`src/sv/pfa_pkg.sv`:
```
package pfa_pkg;

    localparam int PFA_MAX_VERTICES_DEF  = 256;
    localparam int PFA_COORD_BITS_DEF    = 16;
    localparam int PFA_MIN_FACE_VERTICES = 3;

    // accumulator and result width
    localparam int PFA_ACC_BITS = 42;
    localparam int PFA_HALF_W   = PFA_ACC_BITS / 2;
    localparam int PFA_SUM_W    = 2 * PFA_ACC_BITS;
    localparam int PFA_REM_W    = PFA_ACC_BITS + 3;

    // sum of squares: three partial products per component
    localparam int PFA_PP_COUNT   = 9;
    localparam int PFA_SEL_W      = $clog2(PFA_PP_COUNT);
    localparam int PFA_SQ_LAST    = PFA_PP_COUNT + 1;
    localparam int PFA_ROOT_STEPS = PFA_ACC_BITS;
    localparam int PFA_STEP_W     = $clog2(PFA_ROOT_STEPS);

    typedef enum logic [2:0] {
        ST_IDLE,
        ST_MUL,
        ST_ACC,
        ST_SQR,
        ST_ROOT,
        ST_OUT
    } pfa_state_t;

    typedef enum logic [1:0] {
        PART_LL,
        PART_HL,
        PART_HH
    } pfa_part_t;

    typedef struct packed {
        logic [1:0] comp;
        pfa_part_t  part;
    } pfa_pp_sel_t;

    typedef struct packed {
        logic                 take_anchor;
        logic                 take_prev;
        logic                 take_diff;
        logic                 mul;
        logic                 acc;
        logic                 sq_clear;
        logic                 mag_load;
        logic                 sq_mul;
        logic [PFA_SEL_W-1:0] sq_sel;
        logic                 sq_add;
        logic                 rt_step;
        logic                 out_load;
        logic                 clear_face;
        logic                 degenerate;
        logic                 overflow;
    } pfa_cmd_t;

    function automatic pfa_pp_sel_t pfa_pp_decode(input logic [PFA_SEL_W-1:0] sel);
        pfa_pp_sel_t r;
        unique case (sel)
            4'd0:    r = '{comp: 2'd0, part: PART_LL};
            4'd1:    r = '{comp: 2'd0, part: PART_HL};
            4'd2:    r = '{comp: 2'd0, part: PART_HH};
            4'd3:    r = '{comp: 2'd1, part: PART_LL};
            4'd4:    r = '{comp: 2'd1, part: PART_HL};
            4'd5:    r = '{comp: 2'd1, part: PART_HH};
            4'd6:    r = '{comp: 2'd2, part: PART_LL};
            4'd7:    r = '{comp: 2'd2, part: PART_HL};
            4'd8:    r = '{comp: 2'd2, part: PART_HH};
            default: r = '{comp: 2'd0, part: PART_LL};
        endcase
        return r;
    endfunction

endpackage

```
`src/sv/pfa_ctrl.sv`:
```
module pfa_ctrl
    import pfa_pkg::*;
#(
    parameter int MAX_VERTICES = PFA_MAX_VERTICES_DEF
) (
    input  logic     clk,
    input  logic     rst_n,
    input  logic     in_valid,
    output logic     in_ready,
    input  logic     last_vertex,
    input  logic     face_invalid,
    output logic     out_valid,
    input  logic     out_ready,
    output pfa_cmd_t cmd
);

    localparam int CNT_W = $clog2(MAX_VERTICES + 2);

    pfa_state_t            state_reg, state_next;
    logic [CNT_W-1:0]      cnt_reg, cnt_next;
    logic                  inv_reg, inv_next;
    logic                  last_reg, last_next;
    logic                  acc_pend_reg, acc_pend_next;
    logic [PFA_STEP_W-1:0] step_reg, step_next;
    logic                  out_valid_reg, out_valid_next;
    logic [PFA_STEP_W-1:0] sel_w;
    logic                  accept;
    logic                  degenerate_w;

    always_ff @(posedge clk or negedge rst_n) begin
        if (!rst_n)
        begin
            state_reg     <= ST_IDLE;
            cnt_reg       <= '0;
            inv_reg       <= 1'b0;
            last_reg      <= 1'b0;
            acc_pend_reg  <= 1'b0;
            step_reg      <= '0;
            out_valid_reg <= 1'b0;
        end
        else
        begin
            state_reg     <= state_next;
            cnt_reg       <= cnt_next;
            inv_reg       <= inv_next;
            last_reg      <= last_next;
            acc_pend_reg  <= acc_pend_next;
            step_reg      <= step_next;
            out_valid_reg <= out_valid_next;
        end
    end

    assign in_ready     = (state_reg == ST_IDLE);
    assign out_valid    = out_valid_reg;
    assign accept       = in_valid && in_ready;
    assign degenerate_w = inv_reg || (cnt_reg < CNT_W'(PFA_MIN_FACE_VERTICES));
    assign sel_w        = step_reg - PFA_STEP_W'(1);

    always_comb begin
        state_next    = state_reg;
        cnt_next      = cnt_reg;
        inv_next      = inv_reg;
        last_next     = last_reg;
        step_next     = step_reg;
        acc_pend_next = (state_reg == ST_MUL);
        cmd           = '0;
        // products from the multiply cycle are accumulated in the following cycle
        cmd.acc       = acc_pend_reg;
        cmd.sq_sel    = sel_w[PFA_SEL_W-1:0];

        unique case (state_reg)
            ST_IDLE:
            begin
                if (accept)
                begin
                    cmd.take_anchor = (cnt_reg == '0);
                    cmd.take_prev   = (cnt_reg < CNT_W'(MAX_VERTICES));
                    cmd.take_diff   = (cnt_reg >= CNT_W'(2))
                                      && (cnt_reg < CNT_W'(MAX_VERTICES));
                    cnt_next  = (cnt_reg < CNT_W'(MAX_VERTICES))
                                ? cnt_reg + CNT_W'(1) : CNT_W'(MAX_VERTICES + 1);
                    inv_next  = inv_reg | face_invalid;
                    last_next = last_vertex;
                    if (cmd.take_diff)
                        state_next = ST_MUL;
                    else if (last_vertex)
                        state_next = ST_ACC;
                end
            end
            ST_MUL:
            begin
                cmd.mul    = 1'b1;
                state_next = last_reg ? ST_ACC : ST_IDLE;
            end
            ST_ACC:
            begin
                cmd.sq_clear = 1'b1;
                step_next    = '0;
                state_next   = degenerate_w ? ST_OUT : ST_SQR;
            end
            ST_SQR:
            begin
                // step 0 takes magnitudes, then multiply, then add the registered product
                cmd.mag_load = (step_reg == '0);
                cmd.sq_mul   = (step_reg >= PFA_STEP_W'(1))
                               && (step_reg <= PFA_STEP_W'(PFA_PP_COUNT));
                cmd.sq_add   = (step_reg >= PFA_STEP_W'(2));
                if (step_reg == PFA_STEP_W'(PFA_SQ_LAST))
                begin
                    step_next  = '0;
                    state_next = ST_ROOT;
                end
                else
                    step_next = step_reg + PFA_STEP_W'(1);
            end
            ST_ROOT:
            begin
                cmd.rt_step = 1'b1;
                if (step_reg == PFA_STEP_W'(PFA_ROOT_STEPS - 1))
                begin
                    step_next  = '0;
                    state_next = ST_OUT;
                end
                else
                    step_next = step_reg + PFA_STEP_W'(1);
            end
            ST_OUT:
            begin
                if (!out_valid_reg || out_ready)
                begin
                    cmd.out_load   = 1'b1;
                    cmd.degenerate = degenerate_w;
                    cmd.overflow   = (cnt_reg == CNT_W'(MAX_VERTICES + 1));
                    cmd.clear_face = 1'b1;
                    cnt_next       = '0;
                    inv_next       = 1'b0;
                    last_next      = 1'b0;
                    state_next     = ST_IDLE;
                end
            end
            default:
            begin
                state_next = ST_IDLE;
            end
        endcase
    end

    always_comb begin
        if (cmd.out_load)
            out_valid_next = 1'b1;
        else if (out_ready)
            out_valid_next = 1'b0;
        else
            out_valid_next = out_valid_reg;
    end

endmodule

```
`config.mk`:
```
export PLATFORM = sky130hd
export DESIGN_NAME = pfa_ctrl
export DESIGN_NICKNAME = d
export VERILOG_FILES = /design/src/sv/pfa_pkg.sv /design/src/sv/pfa_ctrl.sv
export SDC_FILE = /design/constraint.sdc
export NUM_CORES = 1
export LEC_CHECK = 0
export ABC_AREA = 1
export BUFFER_PORTS_ARGS = -buffer_cell sky130_fd_sc_hd__buf_2
export CAP_MARGIN = 20
export CORE_MARGIN = 2
export CORE_UTILIZATION = 56
export DETAILED_ROUTE_END_ITERATION = 8
export HOLD_SLACK_MARGIN = 0.05
export PLACE_DENSITY_LB_ADDON = 0.05
export SYNTH_ARGS = -nofsm -noshare
export SYNTH_HDL_FRONTEND = slang
export SYNTH_SLANG_ARGS = --single-unit
```
`constraint.sdc`:
```
create_clock -name clk -period 1.8 [get_ports clk]
set_input_delay 0.18 -clock clk [delete_from_list [all_inputs] [get_ports clk]]
set_output_delay 0.18 -clock clk [all_outputs]
set_load 0.01 [all_outputs]
```
Word level (Yosys, flattened, before mapping)
Cells that the tools add are included.
{"block": "word_totals", "in_bits": 6, "output_inout_bits": 20, "register_bits": 22, "elab_cells": 76}
{"block": "classes", "add_sub_neg": 3, "mux": 32, "reduce_logical": 14, "n_bitwise": 1, "eq_ne": 13, "order_cmp": 6}
{"operator": "$mux 3", "count": 9}
{"operator": "$mux 9", "count": 3}
{"operator": "$pmux 3 s6", "count": 1}
{"operator": "$pmux 6 s3", "count": 1}
{"operator": "$pmux 9 s2", "count": 1}
{"operator": "$mux 6", "count": 2}
{"operator": "$add 9x1->9 const B", "count": 1}
{"operator": "$eq 9x9->1 const B", "count": 1}
{"operator": "$ge 9x2->1 const B", "count": 1}
{"operator": "$logic_not 9->1", "count": 1}
{"operator": "$lt 9x2->1 const B", "count": 1}
{"operator": "$lt 9x9->1 const B", "count": 1}
{"operator": "$mux 1", "count": 9}
{"operator": "$mux 4", "count": 2}
{"operator": "$add 6x1->6 const B", "count": 1}
{"operator": "$eq 3x2->1 const B", "count": 2}
{"operator": "$eq 3x3->1 const B", "count": 2}
{"operator": "$eq 6x4->1 const B", "count": 1}
{"operator": "$eq 6x6->1 const B", "count": 1}
{"operator": "$ge 6x1->1 const B", "count": 1}
{"operator": "$ge 6x2->1 const B", "count": 1}
{"operator": "$le 6x4->1 const B", "count": 1}
{"operator": "$logic_not 6->1", "count": 1}
{"operator": "$ne 2x2->1 const B", "count": 3}
{"operator": "15 further kinds", "count": 21}

Logic depth before layout (Yosys ltp)
{"block": "logic_depth", "word_depth": 5, "mapped_depth": 11, "mapped_depth_nobuf": 11}

Worst setup path before layout
No wires, ideal clock.
{"block": "synth_timing", "path_kind": "flip-flop to output port", "from": "reg step_reg[0]", "to": "out cmd[10] in the netlist's numbering", "path_slack_ns": 0.294, "arrival_ns": 1.326, "required_ns": 1.620, "path_stages_with_launch": 7, "path_buffers": 0, "cell_sequence": "dfrtp_1 -> inv_1 -> ha_1 -> inv_1 -> nor2_1 -> inv_1 -> a311oi_1"}
{"item": "start: declaration", "line": "pfa_ctrl.sv:24", "text": "logic [PFA_STEP_W-1:0] step_reg, step_next;"}
{"item": "start signal: assignment", "line": "pfa_ctrl.sv:48", "text": "step_reg <= step_next;"}
{"item": "end: declaration", "line": "pfa_ctrl.sv:14", "text": "output pfa_cmd_t cmd"}

==> metrics.yaml <==
setup_path:
  arrival_ps: 1630
  slowest_stage: "dfrtp_1"
  critical_path_class: "reg2out"
  rrSetupSlack_ps: 120
  slowest_delay_ps: 450
  crit_family: "simple AND/OR/NAND/NOR gates"
  path_max_fanout: 4
  worstRegToRegCells: 9
  crit_buf_inv: 2
  path_cells: "nor2_2 -> nand2_2 -> nor2_4 -> inv_4 -> nor4b_4 -> buf_2"
  end_kind: "output port"
  rr_endpoint: "cnt_reg[6]"
  critPathRequiredTime_ps: 1620
  cp-start-kind: "flop"
  reg2reg_from: "state_reg[1]"
yosys:
  synth_area_um2: 1590
  synth_nets: 238
  syn_inst: 223
  ys_ff_latch: 22
  netlist-cell-type-count: 28
  seq_area_frac_synth: 0.347
  yosys_warnings: 0
  synth_edf_count: 0
  synthFlopType: "dfrtp_1"
  synth_area_per_cell_um2: 7.12
  async_reset_ff_frac: 1.00
run_status:
  violations: "negative setup slack"
  status: "finished with violations"
timing:
  fmax_mhz: 551
  relSlewSlack: 0.642
  skew_ps: 13.6
  tightest_slew_ps: 537
  period_needed_ps: 1810
  holdWs_ps: 85.5
  fin_tns_setup_ps: -14.5
  slew_viol_final: 0
  hold_viol_final: 0
  rsz0062_at_grt: "true"
  setup_viol: 1
  min_period_over_period: 1.01
  setup_ws_ps: -14.5
detailed_routing:
  drtIter0Drc: 68
  wl_mm: 3.97
  vias: 1565
  vias_per_cell: 5.31
  drt_first_pass_iters: 4
  wl_per_cell_um: 13.4
  drc: 0
  postRouteAntennaNets: 0
place:
  port_buffers: 25
  placed_cells: 274
  gp_congestion: 0.936
  dp_hpwl_mm: 2.71
cells_and_area:
  fin_cells: 295
  layout.nets: 280
  area_growth_pct: 26.3
  drive_above_1_share: 0.367
  diodes: 0
  largest_reg_flops: 9
clocking:
  tritoncts: "yes"
  clock_sinks: 22
  clockRootBuffer: "clkbuf_4"
  numCtsBuffers: 3
  cts_buffer_depth: 2
  insertion_delay_ps: 320
  cts_max_level: 1
  clk_pin_slew_ps: 140
power:
  p_total_uw: 804
  power_density_nw_per_um2: 401
  power.leakage_nw: 1.03
  ir_drop_mv: 0.418
floorplanning:
  fp.dieH_um: 57.2
  core_um2: 2730
  ioPinCount: 26
  die_w_um: 57.2
  die_area_um2: 3280
  initial_core_util: 0.581
  rows: 19
global_routing:
  antenna_found_initial: 0
  grtUsageMet2: 0.399
  grtUsageMet1: 0.302
  grt_overflow_total: 0
  grt_use_met3: 0.0272
  grt_max_degree: 23
  grt_pass1_wl_mm: 5.91
  grt_pass1_vias: 1368
  grt_busiest_layer: "met2"
  grt_usage: 0.235
job:
  cap_viol_max_count: 0
worst_hold_path:
  hold_depth: 3
  hold_path_class: "in2reg"
  hp-start: "face_invalid"
  holdPathEnd: "inv_reg"
-- logic make-up (layout without fill, tap and decap cells) --
kind of cell	after synthesis	count (layout)	synth area share
adder cells (fa/ha/maj)	9	9	0.0709
XOR/XNOR	3	3	0.0166
flip-flops	22	22	0.347
AO/OA/AOI/OAI	35	35	0.130
AND/OR/NAND/NOR	112	112	0.322
buffers and inverters	42	83	0.114
-- layout by cell type (no fill, tap or decap) --
| cell type | count |
|---|---|
| o31ai_2 | 1 |
| ha_4 | 2 |
| ha_2 | 1 |
| nand3_2 | 2 |
| o22ai_1 | 5 |
| nor4b_4 | 1 |
| clkbuf_8 | 1 |
| nor3_2 | 1 |
| nand2_2 | 9 |
| xor2_1 | 3 |
| nand3_4 | 1 |
| nor2_2 | 5 |
| buf_6 | 1 |
| a21oi_1 | 12 |
| inv_2 | 11 |
| buf_4 | 16 |
| inv_1 | 22 |
| nand2_1 | 43 |
| o21ai_2 | 1 |
| ha_1 | 6 |
| dfrtp_1 | 19 |
| nor3_1 | 5 |
| o21ai_1 | 4 |
| nand3_1 | 12 |
| nor2_8 | 1 |
| a21oi_2 | 3 |
| inv_4 | 3 |
| a311oi_2 | 1 |
| a22o_1 | 1 |
| dlygate4sd3_1 | 1 |
| buf_2 | 25 |
| dfrtp_2 | 3 |
| nor2_4 | 4 |
| nand2_4 | 1 |
| clkbuf_4 | 3 |
| o21ai_0 | 7 |
| nor2_1 | 27 |
-- power by group --
part / internal (mW) / switching [mW] / leakage [nW]
logic: 0.00640 / 0.0137 / 0.726
registers: 0.495 / 0.000691 / 0.278
clock network: 0.123 / 0.165 / 0.0210
total: 0.625 / 0.179 / 1.03
-- Yosys cell counts (5+ instances only) --
library cell,instances,area share
a21oi_1,12,0.038
o21ai_0,7,0.022
o22ai_1,5,0.020
dfrtp_1,22,0.35
ha_1,9,0.071
inv_1,30,0.071
nand3_1,13,0.041
inv_2,6,0.014
nand2_1,49,0.12
nor3_1,6,0.019
nor2_1,32,0.076
-- worst reg2reg max path, cell delays in order, from the launching register on --
cell and delay [ps]:
dfrtp_1 450, nor2_2 160, nand2_2 100, nor2_4 170, inv_4 70, buf_4 140, nand2_2 190, o21ai_0 120
o21ai_0 100, inv_1 60
-- routing by layer --
metal	vias to the layer above	share of wire
li1	788	-
met2	37	0.52
met3	6	0.040
met1	734	0.43
met5	-	0
met4	0	0.013
-- area by class of cell --
| type | count | area, um2 |
|---|---|---|
| well taps | 31 | 38.8 |
| repair buffers | 43 | 267 |
| fillers | 226 | 728 |
| flip-flops and latches | 22 | 554 |
| multi-input cells | 159 | 967 |
| clock buffers | 4 | 36.3 |
| inverters | 36 | 143 |
-- through the flow --
stage,worst slack [ps],util,instance area (um2)
floorplan,294,-,1590
global placement,225,0.627,1710
detailed placement,230,0.627,1710
CTS,12.1,0.665,1820
global route,-92.5,0.734,2010
finish,-14.5,0.734,2010
-- worst max path at each step --
stage | from | end | slack, ps | cells past startpoint
CTS | state_reg[1] | cmd[17] | 10 | 6
detailed placement | step_reg[0] | cmd[10] | 230 | 7
global placement | step_reg[0] | cmd[10] | 230 | 7
finish | state_reg[1] | cmd[17] | -10 | 6
floorplan | step_reg[0] | cmd[10] | 290 | 6
global route | state_reg[1] | cmd[17] | -90 | 6
-- what timing repair did --
item	CTS	global route
buffers inserted	7	9
pin swaps	0	10
resized for setup	5	36
endpoints found under the hold margin	22	0
cloned	0	0
setup endpoints to repair	3	6
hold buffers	1	0
(Power assumes the default switching activity.)
